===== src/rtl/sss_pkg.sv =====
`default_nettype none

package sss_pkg;

	localparam int VAL_W      = 16;
	localparam int CHAN_W     = 4;
	localparam int IN_DATA_W  = 32;
	localparam int IN_USER_W  = 2;
	localparam int OUT_DATA_W = 24;

	// 1.0 in Q4.12
	localparam logic signed [VAL_W-1:0] FT_GAIN_RST = 16'sd4096;

	typedef enum logic [1:0] {
		REQ_LOAD_A = 2'd0,
		REQ_LOAD_B = 2'd1,
		REQ_LOAD_C = 2'd2,
		REQ_SAMPLE = 2'd3
	} req_t;

	// second multiplier operand
	typedef enum logic [1:0] {
		OP_STATE = 2'd0,
		OP_U     = 2'd1,
		OP_NS    = 2'd2
	} op_t;

	typedef struct packed {
		logic fd_en;
		logic mul_en;
		op_t  op_sel;
		logic acc_clr;
		logic acc_en;
		logic ns_en;
	} mac_ctl_t;

	typedef struct packed {
		logic clear;
		logic commit;
		logic wr;
	} sst_ctl_t;

endpackage

`default_nettype wire


===== src/rtl/sss_coef_mem.sv =====
`default_nettype none

module sss_coef_mem #(
	parameter int DEPTH = 288,
	localparam int AW = (DEPTH > 1) ? $clog2(DEPTH) : 1
) (
	input  logic                            clk,
	input  logic                            wr_en,
	input  logic [AW-1:0]                   wr_addr,
	input  logic signed [sss_pkg::VAL_W-1:0] wr_data,
	input  logic                            rd_en,
	input  logic [AW-1:0]                   rd_addr,
	output logic signed [sss_pkg::VAL_W-1:0] rd_data
);
	import sss_pkg::*;

	logic signed [VAL_W-1:0] mem [DEPTH];
	logic signed [VAL_W-1:0] rd_q;

	always_ff @(posedge clk) begin
		if (wr_en) begin
			mem[wr_addr] <= wr_data;
		end
		if (rd_en) begin
			rd_q <= mem[rd_addr];
		end
	end

	assign rd_data = rd_q;

endmodule

`default_nettype wire


===== config.mk =====
export PLATFORM = sky130hd
export DESIGN_NAME = sss_coef_mem
export DESIGN_NICKNAME = d
export VERILOG_FILES = /design/src/rtl/sss_pkg.sv /design/src/rtl/sss_coef_mem.sv
export SDC_FILE = /design/constraint.sdc
export NUM_CORES = 2
export LEC_CHECK = 0
export BUFFER_PORTS_ARGS = -buffer_cell sky130_fd_sc_hd__buf_2
export CAP_MARGIN = 20
export CORE_ASPECT_RATIO = 1.4
export CORE_UTILIZATION = 51
export CTS_CLUSTER_DIAMETER = 30
export CTS_CLUSTER_SIZE = 20
export DETAILED_ROUTE_END_ITERATION = 16
export HOLD_SLACK_MARGIN = 0.1
export PLACE_DENSITY = 0.65
export SKIP_CTS_REPAIR_TIMING = 1
export SLEW_MARGIN = 15
export SYNTH_ARGS = -nofsm -noshare
export SYNTH_HDL_FRONTEND = slang
export SYNTH_MEMORY_MAX_BITS = 65536
export SYNTH_SLANG_ARGS = --single-unit

===== constraint.sdc =====
create_clock -name clk -period 6.1 [get_ports clk]
set_input_delay 0.61 -clock clk [delete_from_list [all_inputs] [get_ports clk]]
set_output_delay 0.61 -clock clk [all_outputs]
set_load 0.01 [all_outputs]

==> results.json <==
{
  "routed_wl_um": 510000,
  "finalCritPeriodShare": 0.718,
  "cp_slowest_stage_delay_ns": 0.98,
  "grt.total_usage": 0.290,
  "power.total_mw": 74.4,
  "rsz0062_at_grt": "no",
  "final_area_mm2": 0.208,
  "ys_async_sr_fraction": 0,
  "end_kind": "flip-flop",
  "postPlaceCellArea_mm2": 0.187,
  "drt_iter0_drc": 11700,
  "use_met3": 0.0550,
  "p_seq_frac": 0.471,
  "die_y_um": 703,
  "critPathLaunchType": "primary input",
  "via_per_inst": 6.52,
  "clkTransAtPathRegs_ns": 0.05,
  "yosysUniqueCellTypes": 66,
  "hpwl_um": 306000,
  "hold_viol_final": 0,
  "synth_warnings": 0,
  "grt_pass1_vias": 93000,
  "ys_ff_latch": 4624,
  "drive_gt1_frac": 0.270,
  "clkLatencyLatePin_ns": 0.97,
  "fmax_mhz": 228,
  "min_path_type": "in2reg",
  "max_slew_margin": 0.0381,
  "crit_type": "in2reg",
  "grt_pass1_wl_um": 714000,
  "post-route-util": 0.597,
  "io_buffers": 52,
  "cts_num_sinks": 4624,
  "synth_ff_type": "edfxtp_1",
  "nets": 9155,
  "finalSetupTns_ns": 0,
  "dr_total_vias": 93100,
  "clock_skew_ns": 0.0499,
  "tightestPinTransition_ns": 1.44,
  "cts_max_level": 6,
  "start_util": 0.514,
  "synth_edf_count": 4624,
  "swShare": 0.221,
  "ir_worst_vdd_uv": 460,
  "place_ws_ns": 0.971,
  "arrival_ns": 5.08,
  "power.share.combinational": 0.046,
  "cts-root-buf": "clkbuf_16",
  "cts_tree": "yes",
  "cp_max_fo": 50,
  "die_area_mm2": 0.353,
  "finalSetupViolCount": 0,
  "drt_pass1_iterations": 6,
  "antenna_found_initial": 37,
  "cp_top_family": "compound AO/OA/AOI/OAI gates",
  "syn-cell-area_mm2": 0.179,
  "cts_buffer_depth": 4,
  "grt_max_degree": 200,
  "path_cells": "buf_8 -> or2_4 -> buf_12 -> o221ai_1 -> a21oi_1 -> nor3_1 -> o21ai_0 -> o221ai_1 -> a2111o_1",
  "seqCellArea_mm2": 0.139,
  "std_cell_rows": 256,
  "place_congestion": 0.882,
  "core_mm2": 0.348,
  "finalNonFillerCells": 14300,
  "routedWlPerCell_um": 35.7,
  "syn_inst": 8424,
  "required_ns": 6.81,
  "multiInputGateArea_mm2": 0.0372,
  "setup_slack_ns": 1.72,
  "hold_slack_ns": 0.117,
  "nFillCells": 24300,
  "cts_made_buffers": 592,
  "crit_slowest_cell": "o21ai_0",
  "synthesis.nets": 8461,
  "outcome": "finished, final reports clean",
  "avgSynthCellArea_um2": 21.2,
  "p_int_mw": 57.9,
  "crit_top_cell": "o221ai_1",
  "num_io_pins": 53,
  "min_period_ns": 4.38,
  "top_usage_layer": "met2",
  "total_leakage_power_nw": 67.1,
  "slew_violations": 0,
  "overflow": 0,
  "drtAntennaViolNets": 0,
  "cp_num_buf_inv": 2,
  "clockPowerShare": 0.482,
  "syn_to_final_growth_pct": 16.2,
  "p_per_area_mw_per_mm2": 358,
  "placed_cells": 13200,
  "power.switching_mw": 16.5,
  "drcViolationCount": 0,
  "use_met2": 0.475,
  "max_cap_viol_count": 0,
  "yosysSeqAreaShare": 0.776,
  "use_met1": 0.366,
  "die_x_um": 502
}
-- cell type report --
class                   instances  area share
clock buffers                 645      0.0739
inverters                       7    0.000199
diodes                         25    0.000301
multi-input cells            3290       0.179
flip-flops and latches       4624       0.668
clock inverters               439      0.0248
well taps                    4644      0.0280
repair buffers                603      0.0256
-- cells by family (layout without fill, tap and decap cells) --
logic type / after synthesis / count (layout) / synth area share
buffers and inverters: 510 / 1694 / 0.0174
and+or+nand+nor: 772 / 772 / 0.0186
muxes: 1607 / 1607 / 0.152
AOI/OAI and AO/OA: 911 / 911 / 0.0353
other: 0 / 25 / 0
DFF: 4624 / 4624 / 0.776
-- layer usage --
layer | wire (um) | up-vias
met2 | 252000 | 5337
met3 | 47700 | 1184
li1 | - | 37100
met4 | 32300 | 34
met5 | 297 | -
met1 | 178000 | 49400
-- synth_stat cells (9+ instances only) --
cell,instances,area (um^2)
edfxtp_1,4624,139000
mux4_2,890,20000
mux2i_1,714,7150
nor2_1,388,1460
o221ai_1,260,2280
clkbuf_1,193,724
o22ai_1,193,1210
a21oi_1,180,901
nand2_1,158,593
buf_6,99,1110
o21ai_0,85,425
nor3_1,82,410
buf_2,79,395
buf_4,76,571
nand3_1,50,250
buf_1,49,184
a31oi_1,38,238
a211oi_1,20,150
a22oi_1,16,120
and2_1,16,100
o211ai_1,16,120
nor4_1,13,81.3
o31ai_1,13,97.6
nand4_1,11,68.8
or4_1,11,82.6
a221oi_1,9,78.8
a2bb2oi_1,9,78.8
nor2b_1,9,56.3
-- worst paths after layout --
path                                             from                      to  slack (ns)  depth (start not counted)
worst min-delay path                      wr_data[11]  mem[286][11]$_DFFE_PP_        0.12                          1
worst min register to register   mem[67][1]$_DFFE_PP_    rd_data[1]$_DFFE_PP_        1.19                          5
worst max-delay path                       rd_addr[1]    rd_data[4]$_DFFE_PP_        1.72                          9
worst max register to register  mem[210][2]$_DFFE_PP_    rd_data[2]$_DFFE_PP_        2.57                          8
-- state kept, by name (all words and copies together), names as in the netlist --
name and count:
mem 4608, rd_data 16
-- power by group through the flow --
stage,logic [mW],clock network [mW],registers [mW]
after global placement,3.36,0,35.7
final,3.44,35.9,35.1
after CTS,3.43,36.1,35.1
after global routing,3.54,37.4,35.1
after detailed placement,3.42,0,35.7
after floorplan,1.73,0,35.7
-- cells in the final DEF, fill, tap and decap left out, drive strengths merged, types with 13 or more instances in the layout --
master / Yosys / layout
nor2: 388 / 388
mux2i: 714 / 714
a31oi: 38 / 38
a211oi: 20 / 20
clkinv: 3 / 199
a22oi: 16 / 16
mux4: 890 / 890
o221ai: 260 / 260
nand3: 50 / 50
o31ai: 13 / 13
nor4: 13 / 13
o22ai: 193 / 193
o21ai: 87 / 87
bufinv: 0 / 75
edfxtp: 4624 / 4624
nand2: 158 / 158
diode: 0 / 25
nor3: 82 / 82
clkinvlp: 0 / 63
buf: 309 / 601
and2: 17 / 17
clkbuf: 194 / 647
a21oi: 180 / 180
o211ai: 16 / 16
inv: 4 / 109
(Power assumes the default switching activity.)
