### src/rtl/sss_pkg.sv
`default_nettype none

package sss_pkg;

	localparam int VAL_W      = 16;
	localparam int CHAN_W     = 4;
	localparam int IN_DATA_W  = 32;
	localparam int IN_USER_W  = 2;
	localparam int OUT_DATA_W = 24;

	// 1.0 in Q4.12
	localparam logic signed [VAL_W-1:0] FT_GAIN_RST = 16'sd4096;

	typedef enum logic [1:0] {
		REQ_LOAD_A = 2'd0,
		REQ_LOAD_B = 2'd1,
		REQ_LOAD_C = 2'd2,
		REQ_SAMPLE = 2'd3
	} req_t;

	// second multiplier operand
	typedef enum logic [1:0] {
		OP_STATE = 2'd0,
		OP_U     = 2'd1,
		OP_NS    = 2'd2
	} op_t;

	typedef struct packed {
		logic fd_en;
		logic mul_en;
		op_t  op_sel;
		logic acc_clr;
		logic acc_en;
		logic ns_en;
	} mac_ctl_t;

	typedef struct packed {
		logic clear;
		logic commit;
		logic wr;
	} sst_ctl_t;

endpackage

`default_nettype wire

### src/rtl/sss_mac.sv
`default_nettype none

module sss_mac #(
	parameter int STATE_SIZE = 16,
	parameter int FRAC_BITS  = 12
) (
	input  logic                            clk,
	input  sss_pkg::mac_ctl_t               ctl,
	input  logic signed [sss_pkg::VAL_W-1:0] coef,
	input  logic signed [sss_pkg::VAL_W-1:0] st_val,
	input  logic signed [sss_pkg::VAL_W-1:0] u_val,
	input  logic signed [sss_pkg::VAL_W-1:0] gain,
	output logic signed [sss_pkg::VAL_W-1:0] ns_val,
	output logic signed [sss_pkg::VAL_W-1:0] y_val,
	output logic                            sat
);
	import sss_pkg::*;

	localparam int PROD_W = 2 * VAL_W;
	localparam int ACC_W  = PROD_W + 1 + $clog2(STATE_SIZE + 1);
	localparam logic signed [ACC_W-1:0] HALF = ACC_W'(1 << (FRAC_BITS - 1));
	localparam logic signed [ACC_W-1:0] MAX_V = ACC_W'(32767);
	localparam logic signed [ACC_W-1:0] MIN_V = -ACC_W'(32768);

	logic signed [VAL_W-1:0]  opnd;
	logic signed [PROD_W-1:0] prod_q;
	logic signed [PROD_W-1:0] fd_q;
	logic signed [ACC_W-1:0]  acc_q;
	logic signed [VAL_W-1:0]  ns_q;
	logic                     clip_q;
	logic [VAL_W:0]           ns_rs;
	logic [VAL_W:0]           y_rs;

	// round half up, drop the fraction, clip to 16 bits; msb is the clip flag
	function automatic logic [VAL_W:0] round_sat(input logic signed [ACC_W-1:0] v);
		logic signed [ACC_W-1:0] r;
		r = (v + HALF) >>> FRAC_BITS;
		if (r > MAX_V) begin
			round_sat = {1'b1, MAX_V[VAL_W-1:0]};
		end else if (r < MIN_V) begin
			round_sat = {1'b1, MIN_V[VAL_W-1:0]};
		end else begin
			round_sat = {1'b0, r[VAL_W-1:0]};
		end
	endfunction

	always_comb begin
		case (ctl.op_sel)
			OP_STATE: opnd = st_val;
			OP_U:     opnd = u_val;
			OP_NS:    opnd = ns_q;
			default:  opnd = '0;
		endcase
	end

	always_ff @(posedge clk) begin
		if (ctl.mul_en) begin
			prod_q <= coef * opnd;
		end
		if (ctl.fd_en) begin
			fd_q <= gain * u_val;
		end
		if (ctl.acc_clr) begin
			acc_q <= '0;
		end else if (ctl.acc_en) begin
			acc_q <= acc_q + ACC_W'(prod_q);
		end
		if (ctl.ns_en) begin
			ns_q   <= ns_rs[VAL_W-1:0];
			clip_q <= ns_rs[VAL_W];
		end
	end

	// the input coupling term is still in prod_q when the row sum is closed
	assign ns_rs  = round_sat(acc_q + ACC_W'(prod_q));
	assign ns_val = ns_rs[VAL_W-1:0];

	assign y_rs  = round_sat(ACC_W'(prod_q) + ACC_W'(fd_q));
	assign y_val = y_rs[VAL_W-1:0];
	assign sat   = y_rs[VAL_W] | clip_q;

endmodule

`default_nettype wire

### config.mk
export PLATFORM = sky130hd
export DESIGN_NAME = sss_mac
export DESIGN_NICKNAME = d
export VERILOG_FILES = /design/src/rtl/sss_pkg.sv /design/src/rtl/sss_mac.sv
export SDC_FILE = /design/constraint.sdc
export NUM_CORES = 2
export LEC_CHECK = 0
export BUFFER_PORTS_ARGS = -buffer_cell sky130_fd_sc_hd__buf_2
export CORE_MARGIN = 4
export CORE_UTILIZATION = 60
export DETAILED_ROUTE_END_ITERATION = 8
export HOLD_SLACK_MARGIN = 0.1
export PLACE_DENSITY = 0.8
export REMOVE_ABC_BUFFERS = 1
export SYNTH_ARGS = -nofsm -noshare
export SYNTH_HDL_FRONTEND = slang
export SYNTH_SLANG_ARGS = --single-unit
### constraint.sdc
create_clock -name clk -period 13.65 [get_ports clk]
set_input_delay 0.6825 -clock clk [delete_from_list [all_inputs] [get_ports clk]]
set_output_delay 0.6825 -clock clk [all_outputs]
set_load 0.1 [all_outputs]
==> results.ini <==
[routing]
routedWlPerCell_um=18.4
vias=21564
first_pass_iters=5
wl_um=68600
first_iter_violations=1836
viasPerCell=5.79
ant_nets=0
drc=0

[critical_path]
ff2ff_setup_slack_ns=6.41
arrival_ns=8.45
crit_fanout=17
r2r-end=prod_q[29]
reg2reg_from=ns_q[4]
endpoint_kind=register
worstSetupPathType=input pin to register
ff2ff_path_depth=24
worstSetupEndpoint=prod_q[29]
setup.worst_path.start=ctl[3]
cp-start-kind=input pin
crit_required_ns=13.83

[yosys]
synth_ff_type=edfxtp_1
async_flop_share_pct=0
synthDistinctLibCells=84
synth_edf_count=81
syn_area_per_cell_um2=9.21
synth_warnings=0
ys_ff_latch=119
synth.cell_area_mm2=0.0283
ys_seq_area_share_pct=11.3
synth_cells=3071

[placed_design]
dpl_cell_area_mm2=0.0292
portBuffers=104
gp_congestion=0.985
dp_hpwl_um=57200

[global_route]
grt.overflow.total=0
met2_usage_pct=47.3
grt_busiest_layer=met2
grt_util_met1_pct=36.5
antenna_found_initial=1
use_met3_pct=3.02
grt_pass1_vias=23397
grt_max_degree=39
grtUsageTotal_pct=28.2
grt_first_pass_wirelength_um=115000

[finish]
nNetsFinal=3963
layout_common_cells=inv_1, fa_1, nand2_1
syn_to_final_growth_pct=5.75
nFillCells=3702
layout_commonest_cell=inv_1
final_design_area_no_fill_mm2=0.0299
layout-drive-gt1-share_pct=6.74
final_util_pct=64.3

[sta]
finalSetupViolCount=0
rsz0062_at_grt=false
fin_crit_ns=8.27
relSlewSlack_pct=19.1
hold_viol_final=0
finClkSkew_ns=0.00856
final.setup.tns_ns=0
timing.fmax_ghz=0.121
tightest_slew_ns=1.21
fin_crit_sh_pct=60.6
slew_violations=0

[die]
die_area_mm2=0.0507
die_w_um=225
num_rows=79
io_pins=105
die_y_um=225
start_util_pct=60.8
core_mm2=0.0466

[clock_tree]
clk_pin_slew_ns=0.06
clk_latency_ns=0.43
ctsHtreeMaxLevel=4
ctsResizeCount=0
clk_path_buf_depth=2
cts-root-buf=clkbuf_16
cts_sinks=119
holdBufCountCts=0
cts_buffers=17
cts_setup_buffers=0
cts_tree=yes

[flow_run]
cap_viol_max_count=0

[outcome]
status=finished clean

[worst_hold_path]
hp-class=register to register

-- kinds of logic after synthesis --
logic type / count (synthesis) / share of synthesized area [%]
AO/OA/AOI/OAI: 359 / 8.37
flip-flops: 119 / 11.3
adder cells (fa/ha/maj): 789 / 48.8
buffers and inverters: 725 / 9.71
multiplexers: 45 / 1.60
AND/OR/NAND/NOR: 895 / 15.8
XOR/XNOR: 139 / 4.41
-- routing by layer --
| layer | wire length [um] | part of all wire [%] |
|---|---|---|
| met1 | 26900 | 39 |
| met2 | 33300 | 49 |
| met3 | 4070 | 5.9 |
| met4 | 4360 | 6.4 |
| met5 | 0 | 0 |
-- final cells by class --
class | instances | area (um^2) | area share, %
clock inverters | 15 | 240 | 0.803
well taps | 607 | 759 | 2.54
diodes | 1 | 2.50 | 0.00837
multi-input cells | 2227 | 22300 | 74.7
inverters | 620 | 2330 | 7.78
flip-flops and latches | 119 | 3190 | 10.7
repair buffers | 117 | 618 | 2.07
clock buffers | 17 | 425 | 1.42
-- state kept, by name (all words and copies together) (netlist names) --
| register | cells |
|---|---|
| ns_q | 16 |
| prod_q | 32 |
| fd_q | 32 |
| acc_q | 38 |
| clip_q | 1 |
-- how the worst min path moves through the flow --
stage / startpoint / to / cells after the start / slack, ns
floorplan: acc_q[8] / acc_q[8] / 2 / 0.46
CTS: acc_q[26] / acc_q[26] / 2 / 0.49
global placement: acc_q[30] / acc_q[30] / 2 / 0.47
finish: acc_q[26] / acc_q[26] / 2 / 0.49
detailed placement: acc_q[6] / acc_q[6] / 2 / 0.49
global route: acc_q[26] / acc_q[26] / 2 / 0.51
-- per-stage QoR --
step / setup slack, ns / instances / hold WS, ns
detailed placement: 5.00 / 3690 / 0.489
finish: 5.38 / 3723 / 0.488
floorplan: 6.15 / 2966 / 0.460
global placement: 5.24 / 3690 / 0.473
CTS: 5.46 / 3722 / 0.492
global route: 4.92 / 3723 / 0.507
-- synthesized netlist by cell type (all sizes together) (7+ instances only) --
cell / count / area (um^2)
and3: 12 / 75.1
o21ai: 89 / 487
inv: 620 / 2330
or3: 12 / 75.1
or4: 7 / 56.3
a21oi: 117 / 597
dfxtp: 38 / 761
nor2: 131 / 492
nand2: 339 / 1270
o211ai: 11 / 87.6
fa: 525 / 10500
nor4: 8 / 56.3
nand2b: 26 / 163
edfxtp: 81 / 2430
nor3: 39 / 226
mux2i: 43 / 430
xor2: 31 / 272
clkbuf: 95 / 357
xnor2: 108 / 976
and2: 225 / 1410
a21o: 32 / 240
nor2b: 12 / 82.6
ha: 264 / 3300
o21bai: 14 / 105
a31oi: 14 / 87.6
nand4: 14 / 93.8
buf: 10 / 61.3
nand3: 34 / 180
or2: 14 / 87.6
o21a: 11 / 82.6
a211oi: 21 / 190
-- worst max-delay path: stages --
cell,delay (ns)
buf_2,0.28
nor2b_1,0.79
nand2_1,0.11
o21ai_1,0.66
and2_1,0.28
fa_1,0.39
inv_1,0.07
fa_1,0.43
fa_1,0.50
fa_1,0.54
inv_1,0.05
fa_1,0.48
inv_1,0.05
fa_1,0.48
inv_1,0.04
ha_1,0.33
and3_1,0.22
a21oi_1,0.17
o211ai_1,0.17
a2111oi_0,0.44
nor3_1,0.17
a41o_1,0.33
a211o_1,0.29
a31o_2,0.23
a21oi_1,0.17
xnor2_1,0.08
Power is not shown: default switching activity piles up to over one toggle a cycle in this logic, so the estimate is an artifact.
