### src/rtl/sss_pkg.sv
`default_nettype none

package sss_pkg;

	localparam int VAL_W      = 16;
	localparam int CHAN_W     = 4;
	localparam int IN_DATA_W  = 32;
	localparam int IN_USER_W  = 2;
	localparam int OUT_DATA_W = 24;

	// 1.0 in Q4.12
	localparam logic signed [VAL_W-1:0] FT_GAIN_RST = 16'sd4096;

	typedef enum logic [1:0] {
		REQ_LOAD_A = 2'd0,
		REQ_LOAD_B = 2'd1,
		REQ_LOAD_C = 2'd2,
		REQ_SAMPLE = 2'd3
	} req_t;

	// second multiplier operand
	typedef enum logic [1:0] {
		OP_STATE = 2'd0,
		OP_U     = 2'd1,
		OP_NS    = 2'd2
	} op_t;

	typedef struct packed {
		logic fd_en;
		logic mul_en;
		op_t  op_sel;
		logic acc_clr;
		logic acc_en;
		logic ns_en;
	} mac_ctl_t;

	typedef struct packed {
		logic clear;
		logic commit;
		logic wr;
	} sst_ctl_t;

endpackage

`default_nettype wire

### src/rtl/sss_state_mem.sv
`default_nettype none

// two banks per row; sel_q marks the bank holding the current value, dirty_q
// marks a row whose next value sits in the other bank, zero_q marks a current
// value cleared by a sequence start
module sss_state_mem #(
	parameter int STATE_SIZE = 16,
	localparam int IW = (STATE_SIZE > 1) ? $clog2(STATE_SIZE) : 1
) (
	input  logic                            clk,
	input  logic                            arst_n,
	input  sss_pkg::sst_ctl_t               ctl,
	input  logic [IW-1:0]                   wr_row,
	input  logic signed [sss_pkg::VAL_W-1:0] wr_data,
	input  logic                            rd_en,
	input  logic [IW-1:0]                   rd_row,
	output logic signed [sss_pkg::VAL_W-1:0] rd_data
);
	import sss_pkg::*;

	logic signed [VAL_W-1:0] bank_mem [2][STATE_SIZE];
	logic [STATE_SIZE-1:0]   sel_q;
	logic [STATE_SIZE-1:0]   dirty_q;
	logic [STATE_SIZE-1:0]   zero_q;
	logic signed [VAL_W-1:0] rd_q;
	logic                    zero_s1;

	always_ff @(posedge clk) begin
		if (ctl.wr) begin
			bank_mem[~sel_q[wr_row]][wr_row] <= wr_data;
		end
		if (rd_en) begin
			rd_q    <= bank_mem[sel_q[rd_row]][rd_row];
			zero_s1 <= zero_q[rd_row];
		end
	end

	always_ff @(posedge clk or negedge arst_n) begin
		if (!arst_n) begin
			sel_q   <= '0;
			dirty_q <= '0;
			zero_q  <= '1;
		end else begin
			if (ctl.clear) begin
				dirty_q <= '0;
				zero_q  <= '1;
			end else if (ctl.commit) begin
				// rows left untouched keep their bank, which still holds the current value
				sel_q   <= sel_q ^ dirty_q;
				zero_q  <= zero_q & ~dirty_q;
				dirty_q <= '0;
			end else if (ctl.wr) begin
				dirty_q[wr_row] <= 1'b1;
			end
		end
	end

	assign rd_data = zero_s1 ? '0 : rd_q;

endmodule

`default_nettype wire

### config.mk
export PLATFORM = sky130hd
export DESIGN_NAME = sss_state_mem
export DESIGN_NICKNAME = d
export VERILOG_FILES = /design/src/rtl/sss_pkg.sv /design/src/rtl/sss_state_mem.sv
export SDC_FILE = /design/constraint.sdc
export NUM_CORES = 1
export LEC_CHECK = 0
export BUFFER_PORTS_ARGS = -buffer_cell sky130_fd_sc_hd__clkbuf_2
export CAP_MARGIN = 40
export CELL_PAD_IN_SITES_DETAIL_PLACEMENT = 1
export CELL_PAD_IN_SITES_GLOBAL_PLACEMENT = 1
export CORE_MARGIN = 2
export CORE_UTILIZATION = 54
export DETAILED_ROUTE_END_ITERATION = 16
export GPL_TIMING_DRIVEN = 0
export PLACE_DENSITY_LB_ADDON = 0.1
export SYNTH_ARGS = -nofsm -noshare
export SYNTH_HDL_FRONTEND = slang
export SYNTH_SLANG_ARGS = --single-unit
export TNS_END_PERCENT = 5
### constraint.sdc
create_clock -name clk -period 2.9 [get_ports clk]
set_input_delay 0.435 -clock clk [delete_from_list [all_inputs] [get_ports clk]]
set_output_delay 0.435 -clock clk [all_outputs]
set_load 0.02 [all_outputs]
==> results of run 1 <==
## power groups by stage
stage / Clock (mW) / Sequential, mW / Combinational, mW
3_3_place_gp: 0 / 9.45 / 1.38
6_report: 7.53 / 9.28 / 1.61
5_1_grt: 7.90 / 9.29 / 1.71
3_5_place_dp: 0 / 9.45 / 1.48
4_1_cts: 7.62 / 9.28 / 1.59
2_1_floorplan: 0 / 9.43 / 0.833
## area by class of cell
class | count | area share [%]
Multi-Input combinational cell | 722 | 22.2
Timing Repair Buffer | 98 | 3.21
Tap cell | 585 | 2.69
Buffer | 94 | 1.92
Clock buffer | 74 | 5.82
Clock inverter | 34 | 1.22
Sequential cell | 577 | 62.9
## per-layer routing
metal,vias up,track usage [%],share of wire [%]
met2,426,45.0,47
met5,-,0,0
met4,0,9.30,3.0
met1,6917,42.3,44
met3,100,4.06,6.4
li1,5785,-,-
## placed cells by master (no fill, tap or decap), types with 16 or more instances in the layout
cell type,count
buf_4,31
nand2_1,79
mux2_2,31
buf_2,21
a211o_1,16
a211oi_1,32
clkbuf_2,44
mux2i_1,180
edfxtp_1,529
a21oi_1,28
nor3_1,16
dfrtp_1,32
nor2b_1,67
a31oi_1,34
o211ai_1,31
mux2_1,17
nor2_1,22
clkbuf_16,60
nor2_2,22
o22ai_1,30
clkbuf_1,60
buf_8,22
xnor2_1,16
a21o_1,32
dfstp_2,16
## final timing paths
path / from / endpoint / slack [ns]
max in group asynchronous: arst_n / zero_q[13] / 1.99
hold / removal: wr_data[4] / bank_mem[1][196] / 0.04
setup / recovery: sel_q[1] / rd_q[14] / 0.04
hold reg to reg: sel_q[10] / sel_q[10] / 0.50
min in group asynchronous: arst_n / sel_q[9] / 0.31
setup reg to reg: sel_q[1] / rd_q[14] / 0.04
## logic make-up after synthesis
family                 count (synthesis)  synth area share (%)
multiplexers                         258                  13.1
buffers and inverters                 96                  1.97
flip-flops                           577                  73.2
AND/OR/NAND/NOR                      239                  4.94
XOR/XNOR                              16                 0.600
AO/OA/AOI/OAI                        209                  6.13
## per-stage QoR
stage / TNS, ns / total power, mW / cells
4_1_cts: 0 / 18.5 / 2184
2_1_floorplan: -32.39 / 10.3 / 1395
3_3_place_gp: -479.92 / 10.8 / 2019
5_1_grt: -0.396 / 18.9 / 2184
3_5_place_dp: -171.29 / 10.9 / 2063
6_report: 0 / 18.4 / 2184
## timing repair
item                       4_1_cts  5_1_grt
setup endpoints to repair      164       52
pin swaps                        3        4
resized for setup               49       13
setup buffers                   13        0
hold endpoints to repair        16        0
hold buffers                     1        0
## state kept, by name (all words and copies together) (netlist names)
name      cells
bank_mem    512
dirty_q      16
rd_q         16
sel_q        16
zero_q       16
zero_s1       1
## worst max-delay path, cell delays in order, from the launching register on
cell and delay [ns]:
dfrtp_1 0.41, mux4_2 0.46, mux2i_1 0.20, buf_4 0.23, buf_12 0.15, buf_4 0.18
mux2_2 0.39, o22ai_1 0.34, nor4_4 0.11, a31oi_2 0.22
==> reports/qor.yml, run 1 <==
status:
  status: "finished clean"
setup_path:
  start_kind: "flip-flop"
  cp.required_ns: 3.36
  crit_fanout: 7
  end_kind: "flip-flop"
  cp.arrival_ns: 3.31
  criticalPathCategory: "flip-flop to flip-flop"
  ff2ff_path_depth: 9
job:
  maxCapViolations: 0
detailed_routing:
  drc: 0
  wl_um: 62700
  via_count: 13228
  drtIter0Drc: 1313
  post_drt_wl_per_cell_um: 28.7
  vias_per_cell: 6.06
  first_pass_iters: 7
  postRouteAntennaNets: 0
sta:
  min_period_over_period_pct: 98.6
  max_freq_mhz: 350
  setup_viol: 0
  tightest_slew_ns: 0.942
  rsz0062_at_grt: "yes"
  min_period_ns: 2.86
  hold_viol: 0
  finClkSkew_ns: 0.0240
  maxSlewViolCount: 0
  max-slew-margin-rel_pct: 37.2
  whs_ns: 0.0430
  layout_setup_ws_ns: 0.0413
logic_synthesis:
  synthCells: 1395
  synth-async-reset-ratio_pct: 8.32
  synth_area_leaders: "edfxtp_1 (68%), mux2i_1 (7.8%), dfrtp_1 (3.4%)"
  yosys_warnings: 0
  yosysMostFrequentCell: "edfxtp_1"
  syn-num-nets: 1425
  yosysSeqAreaShare_pct: 73.2
  synth_commonest_cells: "edfxtp_1 (529), mux2i_1 (181), nand2_1 (79)"
  synth_cell_types: 36
  ys_ff_latch: 577
  yosysTopAreaCell: "edfxtp_1"
  syn_avg_cell_area_um2: 16.7
  syn_area_um2: 23400
  synth_edf_count: 529
  synth_top_area_share_pct: 68.0
  ys.flop_type: "edfxtp_1"
final_layout:
  register_area_um2: 17100
  final.fill_count: 3785
  finalInstanceArea_um2: 27200
  syn2layout_area_growth_pct: 16.4
  drive_gt1_share_pct: 20.8
  final_util_pct: 63.4
  antennaDiodeCount: 0
  nNetsFinal: 1582
  multi_input_area_um2: 6050
clocking:
  htreeDepth: 2
  worstSkewPairLatency_ns: 0.63
  cts_root_buf: "clkbuf_16"
  cts.sinks: 577
  clockBufferDepth: 3
  cts_inserted_buffers: 59
  cts_tree: "done"
  clk_pin_slew_ns: 0.06
power:
  internal-power_mw: 14.2
  p_comb_share_pct: 8.7
  switchingPower_mw: 4.23
  peakVddDrop_mv: 0.605
  clockPowerShare_pct: 40.9
  p_leak_nw: 9.53
  p_sw_share_pct: 23.0
  pwr_density_cell_nw_per_um2: 678
  seq_power_share_pct: 50.4
worst_hold_path:
  min_path_cells: 1
  min_path_type: "primary input to flip-flop"
floorplan:
  dieArea_um2: 44900
  rows: 76
  die_w_um: 212
  start_util_pct: 54.5
  ios: 46
  die_height_um: 212
  core_area_um2: 42900
global_route:
  grt_use_total_pct: 28.8
  grt_pass1_wl_um: 92300
  antenna_found_initial: 0
  grt_max_degree: 33
  grt_remaining_overflow: 0
  grt_pass1_vias: 13844
placement:
  gp_congestion: 0.837
  hpwl_um: 41000
  post-place-ws_ns: -0.858
  io_buffers: 39
  placed_cell_area_um2: 24900
(Power assumes the default switching activity.)
==> run 2, diff against run 1 <==
CORE_UTILIZATION = 42   (was 54)
CTS_BUF_LIST = sky130_fd_sc_hd__clkbuf_8   (was not set)
==> reports/qor.yml, run 2 (synthesized netlist as in run 1, its figures left out) <==
clocking:
  cts.sinks: 577
  htreeDepth: 3
  clockBufferDepth: 3
  worstSkewPairLatency_ns: 0.69
  clk_pin_slew_ns: 0.06
  cts_inserted_buffers: 95
  cts_tree: "done"
  cts_root_buf: "clkbuf_8"
power:
  seq_power_share_pct: 53.4
  p_comb_share_pct: 9.6
  pwr_density_cell_nw_per_um2: 637
  p_leak_nw: 9.59
  switchingPower_mw: 4.36
  internal-power_mw: 13.0
  peakVddDrop_mv: 0.303
  p_sw_share_pct: 25.1
  clockPowerShare_pct: 37.0
detailed_routing:
  routed.top_layer: "met4"
  first_pass_iters: 5
  postRouteAntennaNets: 0
  drtIter0Drc: 1198
  via_count: 13263
  post_drt_wl_per_cell_um: 27.0
  wl_met1_um: 30300
  vias_per_cell: 5.47
  wl_um: 65400
  drc: 0
  wl_met2_um: 29600
  met3_length_um: 3320
final_layout:
  final_cell_mix: "edfxtp_1 (529), mux2i_1 (180), clkbuf_8 (97)"
  largest_reg_flops: 512
  register_area_um2: 17100
  multi_input_area_um2: 6020
  nNetsFinal: 1623
  final_util_pct: 49.5
  final.fill_count: 5388
  drive_gt1_share_pct: 21.5
  final_common_cell: "edfxtp_1"
  syn2layout_area_growth_pct: 16.8
sta:
  whs_ns: 0.0997
  max_freq_mhz: 341
  setup_viol: 11
  finClkSkew_ns: 0.0312
  min_period_over_period_pct: 101
  layout_setup_ws_ns: -0.0333
  hold_viol: 0
  maxSlewViolCount: 0
  rsz0062_at_grt: "yes"
  min_period_ns: 2.93
  tightest_slew_ns: 0.960
  max-slew-margin-rel_pct: 36.0
setup_path:
  end_kind: "flip-flop"
  critPathMaxStageDelay_ns: 0.48
  slowest_stage: "mux4_2"
  rrSetupSlack_ns: -0.03
  crit_fanout: 10
  crit_chain: "mux4_2 -> mux2i_1 -> buf_4 -> buf_12 -> buf_4 -> mux2i_1 -> o22ai_1 -> nor4_2 -> buf_2 -> a31oi_1"
  criticalPathCategory: "flip-flop to flip-flop"
  cp.arrival_ns: 3.32
  start_kind: "flip-flop"
  cp.required_ns: 3.29
floorplan:
  core_area_um2: 55100
  die_w_um: 240
  start_util_pct: 42.4
  dieArea_um2: 57500
  rows: 86
  ios: 46
  die_height_um: 240
placement:
  hpwl_um: 44000
  gp_congestion: 0.848
  io_buffers: 39
global_route:
  antenna_found_initial: 2
  grt_remaining_overflow: 0
  grt_pass1_wl_um: 95500
  grt_use_total_pct: 23.4
  grt_max_degree: 33
  grt_pass1_vias: 14082
status:
  status: "finished, violations left"
  violations: "setup timing"
worst_hold_path:
  min_path_type: "primary input to flip-flop"
job:
  maxCapViolations: 0
==> run 2: power by group through the flow <==
stage / logic, mW / clock network (mW) / registers, mW
floorplan: 0.833 / 0 / 9.43
global placement: 1.45 / 0 / 9.45
detailed placement: 1.54 / 0 / 9.45
CTS: 1.65 / 6.60 / 9.29
global route: 1.76 / 6.96 / 9.29
finish: 1.66 / 6.44 / 9.29
==> run 2: cell type report <==
cell class                      count  area share, %
Antenna cell                        4         0.0367
Buffer                             95           1.87
Clock buffer                       97           4.89
Clock inverter                     78           1.28
Multi-Input combinational cell    722           22.1
Sequential cell                   577           62.7
Tap cell                          748           3.43
Timing Repair Buffer              102           3.74
==> run 2: worst paths after layout <==
path,startpoint,to,cells past startpoint
max in group asynchronous,arst_n,zero_q[2],3
min,ctl[2],zero_q[0],2
min reg2reg,sel_q[8],sel_q[8],1
max,sel_q[13],rd_q[7],10
min in group asynchronous,arst_n,sel_q[0],2
max reg2reg,sel_q[13],rd_q[7],10
==> run 2: per-stage QoR <==
stage          setup WS, ns  cells  power, mW  setup TNS [ns]  instance area (um^2)
6_report            -0.0333   2423       17.4          -0.102                 27300
5_1_grt             -0.0981   2420       18.0          -0.480                 27300
4_1_cts             -0.0218   2416       17.5         -0.0365                 27200
3_5_place_dp         -0.811   2230       11.0         -173.24                 25200
3_3_place_gp          -1.43   2182       10.9         -560.52                 24500
2_1_floorplan        -0.204   1395       10.3          -32.39                 23400
==> run 2: critical path: cells and delay by family, from the launching register on <==
kind | cells | cell delay, ns
multiplexers | 3 | 0.86
AND/OR/NAND/NOR | 1 | 0.32
AO/OA/AOI/OAI | 2 | 0.16
buffers and inverters | 4 | 0.85
flip-flops | 1 | 0.42
==> run 2: repair_timing <==
action	in CTS	in global routing
hold buffers	1	0
cloned	1	0
pin swaps	4	2
setup buffers	10	0
resized for setup	34	10
endpoints found under the setup margin	94	36
endpoints found under the hold margin	21	0
==> run 2: layer usage <==
metal,global-route usage [%],up-vias
li1,-,5887
met1,33.6,6932
met2,35.6,347
met3,4.06,97
met4,9.20,0
met5,0,-
==> run 3, diff against run 2 <==
CAP_MARGIN = 10   (was 40)
CORE_UTILIZATION = 49   (was 42)
REMOVE_ABC_BUFFERS = 1   (was not set)
==> reports/qor.yml, run 3 (synthesized netlist as in run 1, its figures left out) <==
status:
  status: "finished, violations left"
  violations: "setup timing"
setup_path:
  critPathMaxStageDelay_ns: 0.76
  end_kind: "flip-flop"
  crit_chain: "mux4_2 -> mux2_2 -> o21a_1 -> nor2_2 -> buf_8"
  slowest_stage: "nor2_2"
  crit_fanout: 16
  criticalPathCategory: "flip-flop to flip-flop"
  cp_num_buf_inv: 1
  cp.arrival_ns: 3.44
  crit_family: "multiplexers"
  cp.required_ns: 3.26
  start_kind: "flip-flop"
power:
  internal-power_mw: 13.0
  p_comb_share_pct: 9.0
  p_leak_nw: 9.43
  peakVddDrop_mv: 0.358
  switchingPower_mw: 4.18
  clockPowerShare_pct: 36.8
  seq_power_share_pct: 54.2
  pwr_density_cell_nw_per_um2: 638
  p_sw_share_pct: 24.3
clocking:
  cts_tree: "done"
  htreeDepth: 3
  cts_inserted_buffers: 93
  worstSkewPairLatency_ns: 0.68
  cts.sinks: 577
  clockBufferDepth: 3
  cts_root_buf: "clkbuf_8"
  clk_pin_slew_ns: 0.06
global_route:
  grt_pass1_vias: 13476
  grt_max_degree: 97
  grt_use_total_pct: 24.2
  grt_pass1_wl_um: 86800
  grt_remaining_overflow: 0
  antenna_found_initial: 3
final_layout:
  final_util_pct: 56.7
  drive_gt1_share_pct: 21.1
  final.fill_count: 4326
  nNetsFinal: 1521
  final_cell_mix: "edfxtp_1 (529), mux2i_1 (175), clkbuf_8 (101)"
  largest_reg_flops: 512
  syn2layout_area_growth_pct: 15.1
  final_common_cell: "edfxtp_1"
detailed_routing:
  vias_per_cell: 5.85
  first_pass_iters: 5
  postRouteAntennaNets: 0
  post_drt_wl_per_cell_um: 27.0
  drtIter0Drc: 935
  drc: 0
  wl_um: 58900
  via_count: 12761
sta:
  max_freq_mhz: 325
  setup_viol: 235
  max-slew-margin-rel_pct: 19.0
  min_period_over_period_pct: 106
  hold_viol: 0
  tightest_slew_ns: 1.22
  maxSlewViolCount: 0
  layout_setup_ws_ns: -0.175
  rsz0062_at_grt: "yes"
  min_period_ns: 3.07
  finalSetupTns_ns: -21.47
  finClkSkew_ns: 0.0355
floorplan:
  rows: 80
  dieArea_um2: 49400
  ios: 46
  die_height_um: 222
  die_w_um: 222
  core_area_um2: 47400
  start_util_pct: 49.2
placement:
  hpwl_um: 34600
  gp_congestion: 0.725
  io_buffers: 45
worst_hold_path:
  min_path_type: "primary input to flip-flop"
job:
  maxCapViolations: 0
[run 3: changes by cell type in the layout (fill, tap and decap cells not counted), sizes merged]
cell	previous run	this run
clkinv	42	31
clkdlybuf4s15	1	0
bufinv	1	0
clkbuf	192	145
diode	4	2
mux4	29	30
inv	30	35
clkinvlp	5	1
bufbuf	1	2
buf	99	48
[run 3: worst paths after layout]
| path | to | slack [ns] | depth (start not counted) | from |
|---|---|---|---|---|
| min reg2reg | sel_q[5] | 0.50 | 1 | sel_q[5] |
| min | dirty_q[12] | 0.29 | 3 | wr_row[2] |
| min in group asynchronous | dirty_q[3] | 0.32 | 2 | arst_n |
| max | bank_mem[1][157] | -0.17 | 5 | sel_q[3] |
| max in group asynchronous | zero_q[12] | 1.97 | 3 | arst_n |
| max reg2reg | bank_mem[1][157] | -0.17 | 5 | sel_q[3] |
[run 3: final cells by class]
cell class	instances	area, um^2	area share [%]
Sequential cell	577	17100	63.6
Multi-Input combinational cell	723	6210	23.1
Clock buffer	100	1380	5.12
Timing Repair Buffer	96	1150	4.28
Tap cell	615	769	2.86
Clock inverter	67	278	1.03
Antenna cell	2	5.00	0.0186
[run 3: what timing repair did]
action | in CTS | in global routing
hold buffers | 1 | 0
pin swaps | 2 | 7
setup endpoints to repair | 210 | 402
hold endpoints to repair | 10 | 0
gates resized for setup | 45 | 4
buffers inserted | 7 | 0
cloned | 3 | 0
[run 3: per-layer routing]
metal	share of wire, %	vias up	GRT usage, %
li1	-	5699	-
met1	44	6657	34.1
met2	48	316	38.2
met3	4.9	89	4.17
met4	2.8	0	9.18
met5	0	-	0
[run 3: worst min-delay path: stages]
cell      delay, ns
clkbuf_2       0.22
a31oi_1        0.19
nor3_1         0.06
[run 3: metrics by stage]
stage	cells	instance area [um^2]	power, mW	hold WS (ns)	worst slack (ns)
6_report	2180	26900	17.2	0.287	-0.175
4_1_cts	2177	26800	17.3	0.226	-0.173
2_1_floorplan	1299	22900	10.2	0.139	-5.08
3_3_place_gp	1959	23900	10.9	0.486	-19.58
5_1_grt	2179	26900	17.8	0.287	-0.278
3_5_place_dp	2000	24800	10.9	0.491	-1.88
[run 3: power by group through the flow]
stage	sequential (mW)	combinational, mW	clock (mW)
5_1_grt	9.30	1.64	6.84
2_1_floorplan	9.43	0.730	0
6_report	9.30	1.55	6.32
3_5_place_dp	9.46	1.39	0
3_3_place_gp	9.45	1.45	0
4_1_cts	9.30	1.54	6.48
